`src/hw/rtl/flvs_div.sv`:
```
// restoring unsigned divider, one quotient bit per cycle
`default_nettype none

module flvs_div #(
   parameter int DEN_W = 50,
   parameter int QUO_W = 33
) (
   input  wire logic                     clock,
   input  wire logic                     reset,
   input  wire logic                     start,
   input  wire logic [QUO_W+DEN_W-1:0]   num,
   input  wire logic [DEN_W-1:0]         den,
   output logic                          done,
   output logic [QUO_W-1:0]              quo
);

   localparam int CW = $clog2(QUO_W + 1);

   logic [DEN_W-1:0] rem_ff;
   logic [DEN_W-1:0] den_ff;
   logic [QUO_W-1:0] quo_ff;
   logic [CW-1:0]    cnt_ff;
   logic             busy_ff;
   logic             done_ff;
   logic [DEN_W:0]   shifted;
   logic [DEN_W:0]   trial;
   logic             fits;

   // one trial subtraction per cycle
   assign shifted = {rem_ff, quo_ff[QUO_W-1]};
   assign fits    = shifted >= {1'b0, den_ff};
   assign trial   = shifted - {1'b0, den_ff};

   always_ff @(posedge clock) begin
      if (reset) begin
         busy_ff <= 1'b0;
         done_ff <= 1'b0;
         cnt_ff  <= '0;
      end else begin
         done_ff <= 1'b0;
         if (start) begin
            // quotient fits QUO_W bits, so the top part is below the divisor
            rem_ff  <= num[QUO_W+DEN_W-1:QUO_W];
            quo_ff  <= num[QUO_W-1:0];
            den_ff  <= den;
            cnt_ff  <= CW'(QUO_W);
            busy_ff <= 1'b1;
         end else if (busy_ff) begin
            rem_ff <= fits ? trial[DEN_W-1:0] : shifted[DEN_W-1:0];
            quo_ff <= {quo_ff[QUO_W-2:0], fits};
            cnt_ff <= cnt_ff - 1'b1;
            if (cnt_ff == CW'(1)) begin
               busy_ff <= 1'b0;
               done_ff <= 1'b1;
            end
         end
      end
   end

   assign done = done_ff;
   assign quo  = quo_ff;

endmodule

`default_nettype wire

```
`config.mk`:
```
export PLATFORM = sky130hd
export DESIGN_NAME = flvs_div
export DESIGN_NICKNAME = d
export VERILOG_FILES = /design/src/hw/rtl/flvs_div.sv
export SDC_FILE = /design/constraint.sdc
export NUM_CORES = 1
export LEC_CHECK = 0
export BUFFER_PORTS_ARGS = -buffer_cell sky130_fd_sc_hd__buf_2
export CAP_MARGIN = 25
export CORE_MARGIN = 3
export CORE_UTILIZATION = 61
export CTS_CLUSTER_DIAMETER = 200
export DETAILED_ROUTE_END_ITERATION = 10
export GPL_ROUTABILITY_DRIVEN = 1
export HOLD_SLACK_MARGIN = 0.02
export PLACE_DENSITY = 0.92
export SETUP_SLACK_MARGIN = 0.2
export SLEW_MARGIN = 20
export SYNTH_ARGS = -nofsm -noshare
export SYNTH_HDL_FRONTEND = slang
export SYNTH_SLANG_ARGS = --single-unit
```
`constraint.sdc`:
```
create_clock -name clock -period 14.5 [get_ports clock]
set_input_delay 4.35 -clock clock [delete_from_list [all_inputs] [get_ports clock]]
set_output_delay 4.35 -clock clock [all_outputs]
set_load 0.01 [all_outputs]
```
==> metrics.txt, run 1 <==
status finished, final reports clean; routability cong. approximately 0.96; die area around 17000 um2; Max Cap Viol 0; endpoints failing hold 0; Site Rows between 40 and 50; largest net degree at the start of global routing slightly below 90; area delta synth->final 15.85%; Crit Path Class in2reg; largest area contributor in the netlist edfxtp_1; synthesized area roughly 9300 um2; sw power approximately 440 uW; min cycle time layout ~6300 ps; Vias/cell 6.410; Finish-stage setup viols 0; met3 wire len roughly 2200 um; P_int slightly below 900 uW; fin crit share ~43%; fmax 0.1598 GHz; GRT Overall Usage around 30%; Yosys reg bits around 140; Post-synth EDFFs approximately 130; antenna violations before repair 0; Worst Path Required about 15000 ps; proportion of synthesized chip area in sequential cells between 40% and 50%; initial DRC count between 800 and 900; Mapped Avg Cell Area 10.02 um2; Post-synth ARST share 0%; cell with the most instances after synthesis edfxtp_1; Core Area roughly 15000 um2; clk sinks approximately 140; CP Capture Type flip-flop; worst slew pin tran 931.1 ps; fin. max-slew vios 0; grt total ovfl 0; HP Start cnt_ff[1]; cells after synthesis a little over 900; switching share of power roughly a third; setup repair bufs after CTS 0; post-CTS sizing 0; reg2reg path depth 11; vias in the first global route 8050; setup TNS 0 ps; Post-synth top flop edfxtp_1; number of diodes 0; Die Height 129.4 um; CTS Root Cell clkbuf_16; syn nets roughly 1.1k; Worst VDD drop approximately 0.00011 V; Worst R2R Setup Slack 10520 ps; insertion delay to the later sink of the worst-skew pair 440 ps; hold_buf cts 0; drt total wl roughly 24000 um; Top Ports between 150 and 200; CP arrival approximately 6300 ps; Pwr Density between 100 and 150 nW/um2; Buffers on Ports around 170; RSZ-0062 raised after global routing no; Logic pwr share 27.6%; CTS Buf Count 17; Worst Path Max Fanout 50; Post-synth top cells edfxtp_1, nand2_1, inv_1, a21oi_1, nor2_1; post-DP HPWL 17100 um; FF-to-FF Start rem_ff[17]; Worst Hold Path EP cnt_ff[1]; first-pass GRT wire length between 30000 and 40000 um; area share of the largest cell type after synthesis 43.03%; Metal-1 WL approximately 9700 um; top post-synthesis cells by area edfxtp_1, ha_1, mux2_2, a21oi_1, nand2_1; CTS tree done; WHS Path Cells 2; Final ANT Viol Nets 0; layout net count 1252; Max Used Layer met4; clock skew ~16 ps; sequential power share a little under two fifths; reg-to-reg endpoint rem_ff[40]; drt first pass iters 5; Distinct cells, synth between 60 and 70; DR WL/cell slightly below 20 um; share of layout cells above drive strength 1 between 20 and 25%; max_slew headroom between 30% and 40%; DR vias 8077; Clock Pin Slew Worst Setup and Hold Paths ~70 ps; final core utilization around three quarters; Layout fillers between 1k and 1.5k; Initial Util ~63%; CP startpoint kind input port; warnings from Yosys 0; leakage power 4.467 nW; H-tree Lvls 4; clock power share between 30% and 40%; Longest Clk Path Bufs 2; Hold Path Class reg2reg; die width about 130 um; WL met2 approximately 12000 um; drt drc 0
==> registers in the layout (all words and copies together) (netlist names) <==
| signal | flops |
|---|---|
| quo | 33 |
| rem_ff | 50 |
| cnt_ff | 6 |
| den_ff | 50 |
| done | 1 |
| busy_ff | 1 |
==> power by group through the flow <==
stage	logic, mW	registers, mW	clock network [mW]
floorplan	0.267	0.516	0
global placement	0.345	0.515	0
detailed placement	0.356	0.516	0
CTS	0.360	0.508	0.457
global route	0.403	0.512	0.473
finish	0.366	0.509	0.451
==> worst max-delay path, stage by stage <==
cell and delay (ps):
buf_4 330, nor2_1 150, nor2_4 700, buf_4 680
==> kinds of logic after synthesis <==
family | Yosys count | share of synthesized area, %
DFF | 141 | 44.76
xor gates and xnor gates | 48 | 4.530
adders and majority gates | 53 | 7.226
muxes | 38 | 4.543
buffers and inverters | 126 | 5.851
AOI/OAI and AO/OA | 258 | 19.22
and+or+nand+nor | 262 | 13.87
==> worst max path at each step <==
stage                from         end  slack [ps]  depth (start not counted)
detailed placement  start  rem_ff[24]        7770                          4
floorplan           start      quo[0]        5500                          4
finish              start  rem_ff[39]        8240                          4
global route        start  rem_ff[24]        8080                          4
global placement    start  rem_ff[21]        7880                          4
CTS                 start  rem_ff[24]        8260                          4
==> metrics by stage <==
stage                     std cells  total power [mW]  hold slack (ps)  setup slack [ps]  area, um2
final                          1260             1.326            567.2              8243      10750
after global routing           1260             1.388            596.3              8080      10750
after CTS                      1260             1.325            567.7              8263      10750
after detailed placement       1228            0.8717            499.0              7775      10140
after global placement         1228            0.8591            495.4              7881      10140
after floorplan                 926            0.7830            469.4              5497       9281
==> cell usage in the layout (no fill, tap or decap), types with 4 or more instances in the layout <==
cell       instances
a211oi_1           8
a21o_1            26
a21oi_1           66
a21oi_2            4
a31oi_1           17
a41oi_1           10
and2_1            12
and3_1            11
buf_2            168
buf_4              7
clkbuf_16         17
dfxtp_1            8
edfxtp_1         133
ha_1              52
inv_1             68
inv_6              6
inv_8              4
mux2_2            33
mux2i_1            5
nand2_1           85
nand2b_1           9
nand3_1           14
nand4_1           43
nor2_1            50
nor2b_1            5
nor3_1            15
o21a_1             6
o21ai_0           40
o21bai_1           9
o311ai_0           5
o311ai_1          25
o31a_1             4
o31ai_1            4
xnor2_1           27
xor2_1            21
==> routing by layer <==
layer	global-route usage, %	up-vias
met4	12.17	0
met3	7.090	56
met5	0	-
met1	38.50	3782
li1	-	3752
met2	48.63	487
==> final cells by class <==
| class | count | area, um2 | area share (%) |
|---|---|---|---|
| Tap cell | 184 | 230.2 | 2.141 |
| Sequential cell | 141 | 4154 | 38.63 |
| Multi-Input combinational cell | 659 | 4607 | 42.84 |
| Clock inverter | 15 | 183.9 | 1.710 |
| Clock buffer | 17 | 425.4 | 3.956 |
| Timing Repair Buffer | 175 | 893.4 | 8.308 |
| Inverter | 69 | 259.0 | 2.409 |
No activity file was read; power rests on OpenSTA's default activity.
==> run 2: changes to the inputs <==
--- a/config.mk
+++ b/config.mk
@@ -8,12 +8,12 @@
 export BUFFER_PORTS_ARGS = -buffer_cell sky130_fd_sc_hd__buf_2
 export CAP_MARGIN = 25
 export CORE_MARGIN = 3
-export CORE_UTILIZATION = 61
+export CORE_UTILIZATION = 57
 export CTS_CLUSTER_DIAMETER = 200
 export DETAILED_ROUTE_END_ITERATION = 10
 export GPL_ROUTABILITY_DRIVEN = 1
 export HOLD_SLACK_MARGIN = 0.02
-export PLACE_DENSITY = 0.92
+export PLACE_DENSITY = 0.87
 export SETUP_SLACK_MARGIN = 0.2
 export SLEW_MARGIN = 20
 export SYNTH_ARGS = -nofsm -noshare
==> constraint.sdc (replaced) <==
create_clock -name clock -period 5.8 [get_ports clock]
set_input_delay 1.74 -clock clock [delete_from_list [all_inputs] [get_ports clock]]
set_output_delay 1.74 -clock clock [all_outputs]
set_load 0.01 [all_outputs]
==> run 2 against run 1 <==
First-iteration DRC count up 0.45%. Hold slack got worse by 32 ps. Critical endpoint is now rem_ff[21]. Clock skew is 5.0 ps higher. Sequential share of layout area is 0.23 points lower. Sequential cell count unchanged.
==> metrics.txt, run 2 (synthesis results as in run 1) <==
reg-to-reg endpoint rem_ff[21]; commonest non-fill, non-tap cells in the layout buf_2, edfxtp_1, nand2_1; fmax between 0.2 and 0.3 GHz; RSZ-0062 raised after global routing no; Buffers on Ports 169 (unchanged); post-CTS sizing 0 (unchanged); setup repair bufs after CTS 0 (unchanged); first-pass GRT wire length 38990 um (-1.1%); area delta synth->final 16.55%; share of layout cells above drive strength 1 24.70% (+0.070 points); clk sinks 141 (unchanged); drt drc 0 (unchanged); status finished, final reports clean; CTS Root Cell clkbuf_16; Worst VDD drop 0.0002351 V (+120%); Final ANT Viol Nets 0 (unchanged); worst slew pin tran 953.4 ps (+22.33 ps); CP arrival 4030 ps (-2290 ps); CP Capture Type flip-flop; Crit Path Class reg2reg; insertion delay to the later sink of the worst-skew pair 450 ps (about the same); CTS tree done; routability cong. 0.9507 (-1.3%); drt total wl 24160 um (-0.81%); fin crit share approximately two thirds; drt first pass iters 6 (+1); Worst Path Required 6040 ps (-8520 ps); FF-to-FF Start rem_ff[17]; Finish-stage setup viols 0 (unchanged); Clock Pin Slew Worst Setup and Hold Paths 80 ps (about the same); endpoints failing hold 0 (unchanged); Pwr Density 307.3 nW/um2 (+150%); CP startpoint kind flip-flop; GRT Overall Usage 27.37% (-2.5 points); Layout fillers 1258 (+22%); setup TNS 0 ps (unchanged); leakage power 4.478 nW (+0.26%); Total Power 3.325 mW (+150%); die area 17850 um2 (+6.7%); layout net count 1253 (+0.080%); Worst R2R Setup Slack 2010 ps (-8510 ps); min cycle time layout 3787 ps; Core Area 15890 um2 (+8.1%); Die Height 133.6 um (+3.3%); vias in the first global route 7980 (-0.87%); Critical Path End rem_ff[21]; fin. max-slew vios 0 (unchanged); commonest non-fill, non-tap cell in the layout buf_2; hold_buf cts 0 (unchanged); DR vias 7917 (-2.0%); largest net degree at the start of global routing 79 (-10%); DR WL/cell 18.67 um (-3.4%); reg2reg path depth 11 (unchanged); CTS Buf Count 17 (unchanged); Hold Path Class reg2reg; Site Rows 46 (+4.5%); Top Ports 170 (unchanged); post-DP HPWL 17420 um (+1.9%); max_slew headroom 36.14% (-1.8 points); Vias/cell 6.118 (-4.6%); grt total ovfl 0 (unchanged); antenna violations before repair 0 (unchanged); initial DRC count 901 (+0.45%); Longest Clk Path Bufs 2 (unchanged); Initial Util 58.43% (-4.7 points); H-tree Lvls 4 (unchanged); Max Cap Viol 0 (unchanged); Worst Setup SP rem_ff[17]; Worst Path Max Fanout 32 (-36%); die width 133.6 um (+3.3%); clock skew 21.05 ps (+5.049 ps)
[run 2: cell count changes in the layout (fill, tap and decap cells not counted), sizes merged]
cell	delta
inv	-2
diode	+1
buf	+1
clkinv	+2
[run 2: layer usage]
| metal | vias up | track usage, % | part of all wire, % |
|---|---|---|---|
| li1 | 3759 | - | - |
| met1 | 3737 | 35.44 | 42 |
| met2 | 366 | 44.27 | 48 |
| met3 | 55 | 8.157 | 8.5 |
| met4 | 0 | 9.143 | 2.4 |
| met5 | - | 0 | 0 |
[run 2: worst min-delay path by stage]
stage	start	slack (ps)	to	depth (start not counted)
2_1_floorplan	cnt_ff[1]	470	cnt_ff[1]	2
3_3_place_gp	cnt_ff[1]	490	cnt_ff[1]	2
4_1_cts	cnt_ff[0]	540	cnt_ff[0]	2
5_1_grt	cnt_ff[0]	560	cnt_ff[0]	2
3_5_place_dp	cnt_ff[1]	530	cnt_ff[1]	2
6_report	cnt_ff[1]	540	cnt_ff[1]	2
[run 2: critical path, stage by stage, from the launching register on]
cell and delay (ps):
edfxtp_1 400, ha_1 460, a21oi_1 220, o21ai_0 110, a41oi_1 240, nor2_1 90, o31a_1 320, o211a_4 270
o211ai_4 780, buf_4 400, nand4_1 140, o311ai_1 140
[run 2: stage by stage]
| step | hold slack [ps] | worst slack, ps | std cells | utilization [%] | instance area [um2] |
|---|---|---|---|---|---|
| final | 535.0 | 2013 | 1294 | 68.10 | 10820 |
| after global routing | 564.6 | 1757 | 1293 | 68.08 | 10820 |
| after CTS | 544.7 | 2025 | 1293 | 68.08 | 10820 |
| after detailed placement | 534.7 | 2046 | 1261 | 64.15 | 10190 |
| after global placement | 491.2 | 2154 | 1261 | 64.15 | 10190 |
| after floorplan | 469.4 | 784.4 | 926 | - | 9284 |
[run 2: layout make-up]
type / instances / area (um2) / share of cell area, %
diodes: 1 / 2.502 / 0.02313
clock buffers: 17 / 425.4 / 3.932
clock inverters: 15 / 198.9 / 1.839
inverters: 69 / 259.0 / 2.394
multi-input cells: 659 / 4607 / 42.59
flip-flops and latches: 141 / 4154 / 38.40
well taps: 216 / 270.3 / 2.498
repair buffers: 176 / 900.9 / 8.328
[run 2: report_power, final]
| group | internal (mW) | switching (mW) |
|---|---|---|
| Sequential | 1.23 | 0.0441 |
| Clock | 0.626 | 0.519 |
| Combinational | 0.364 | 0.544 |
| Total | 2.22 | 1.11 |
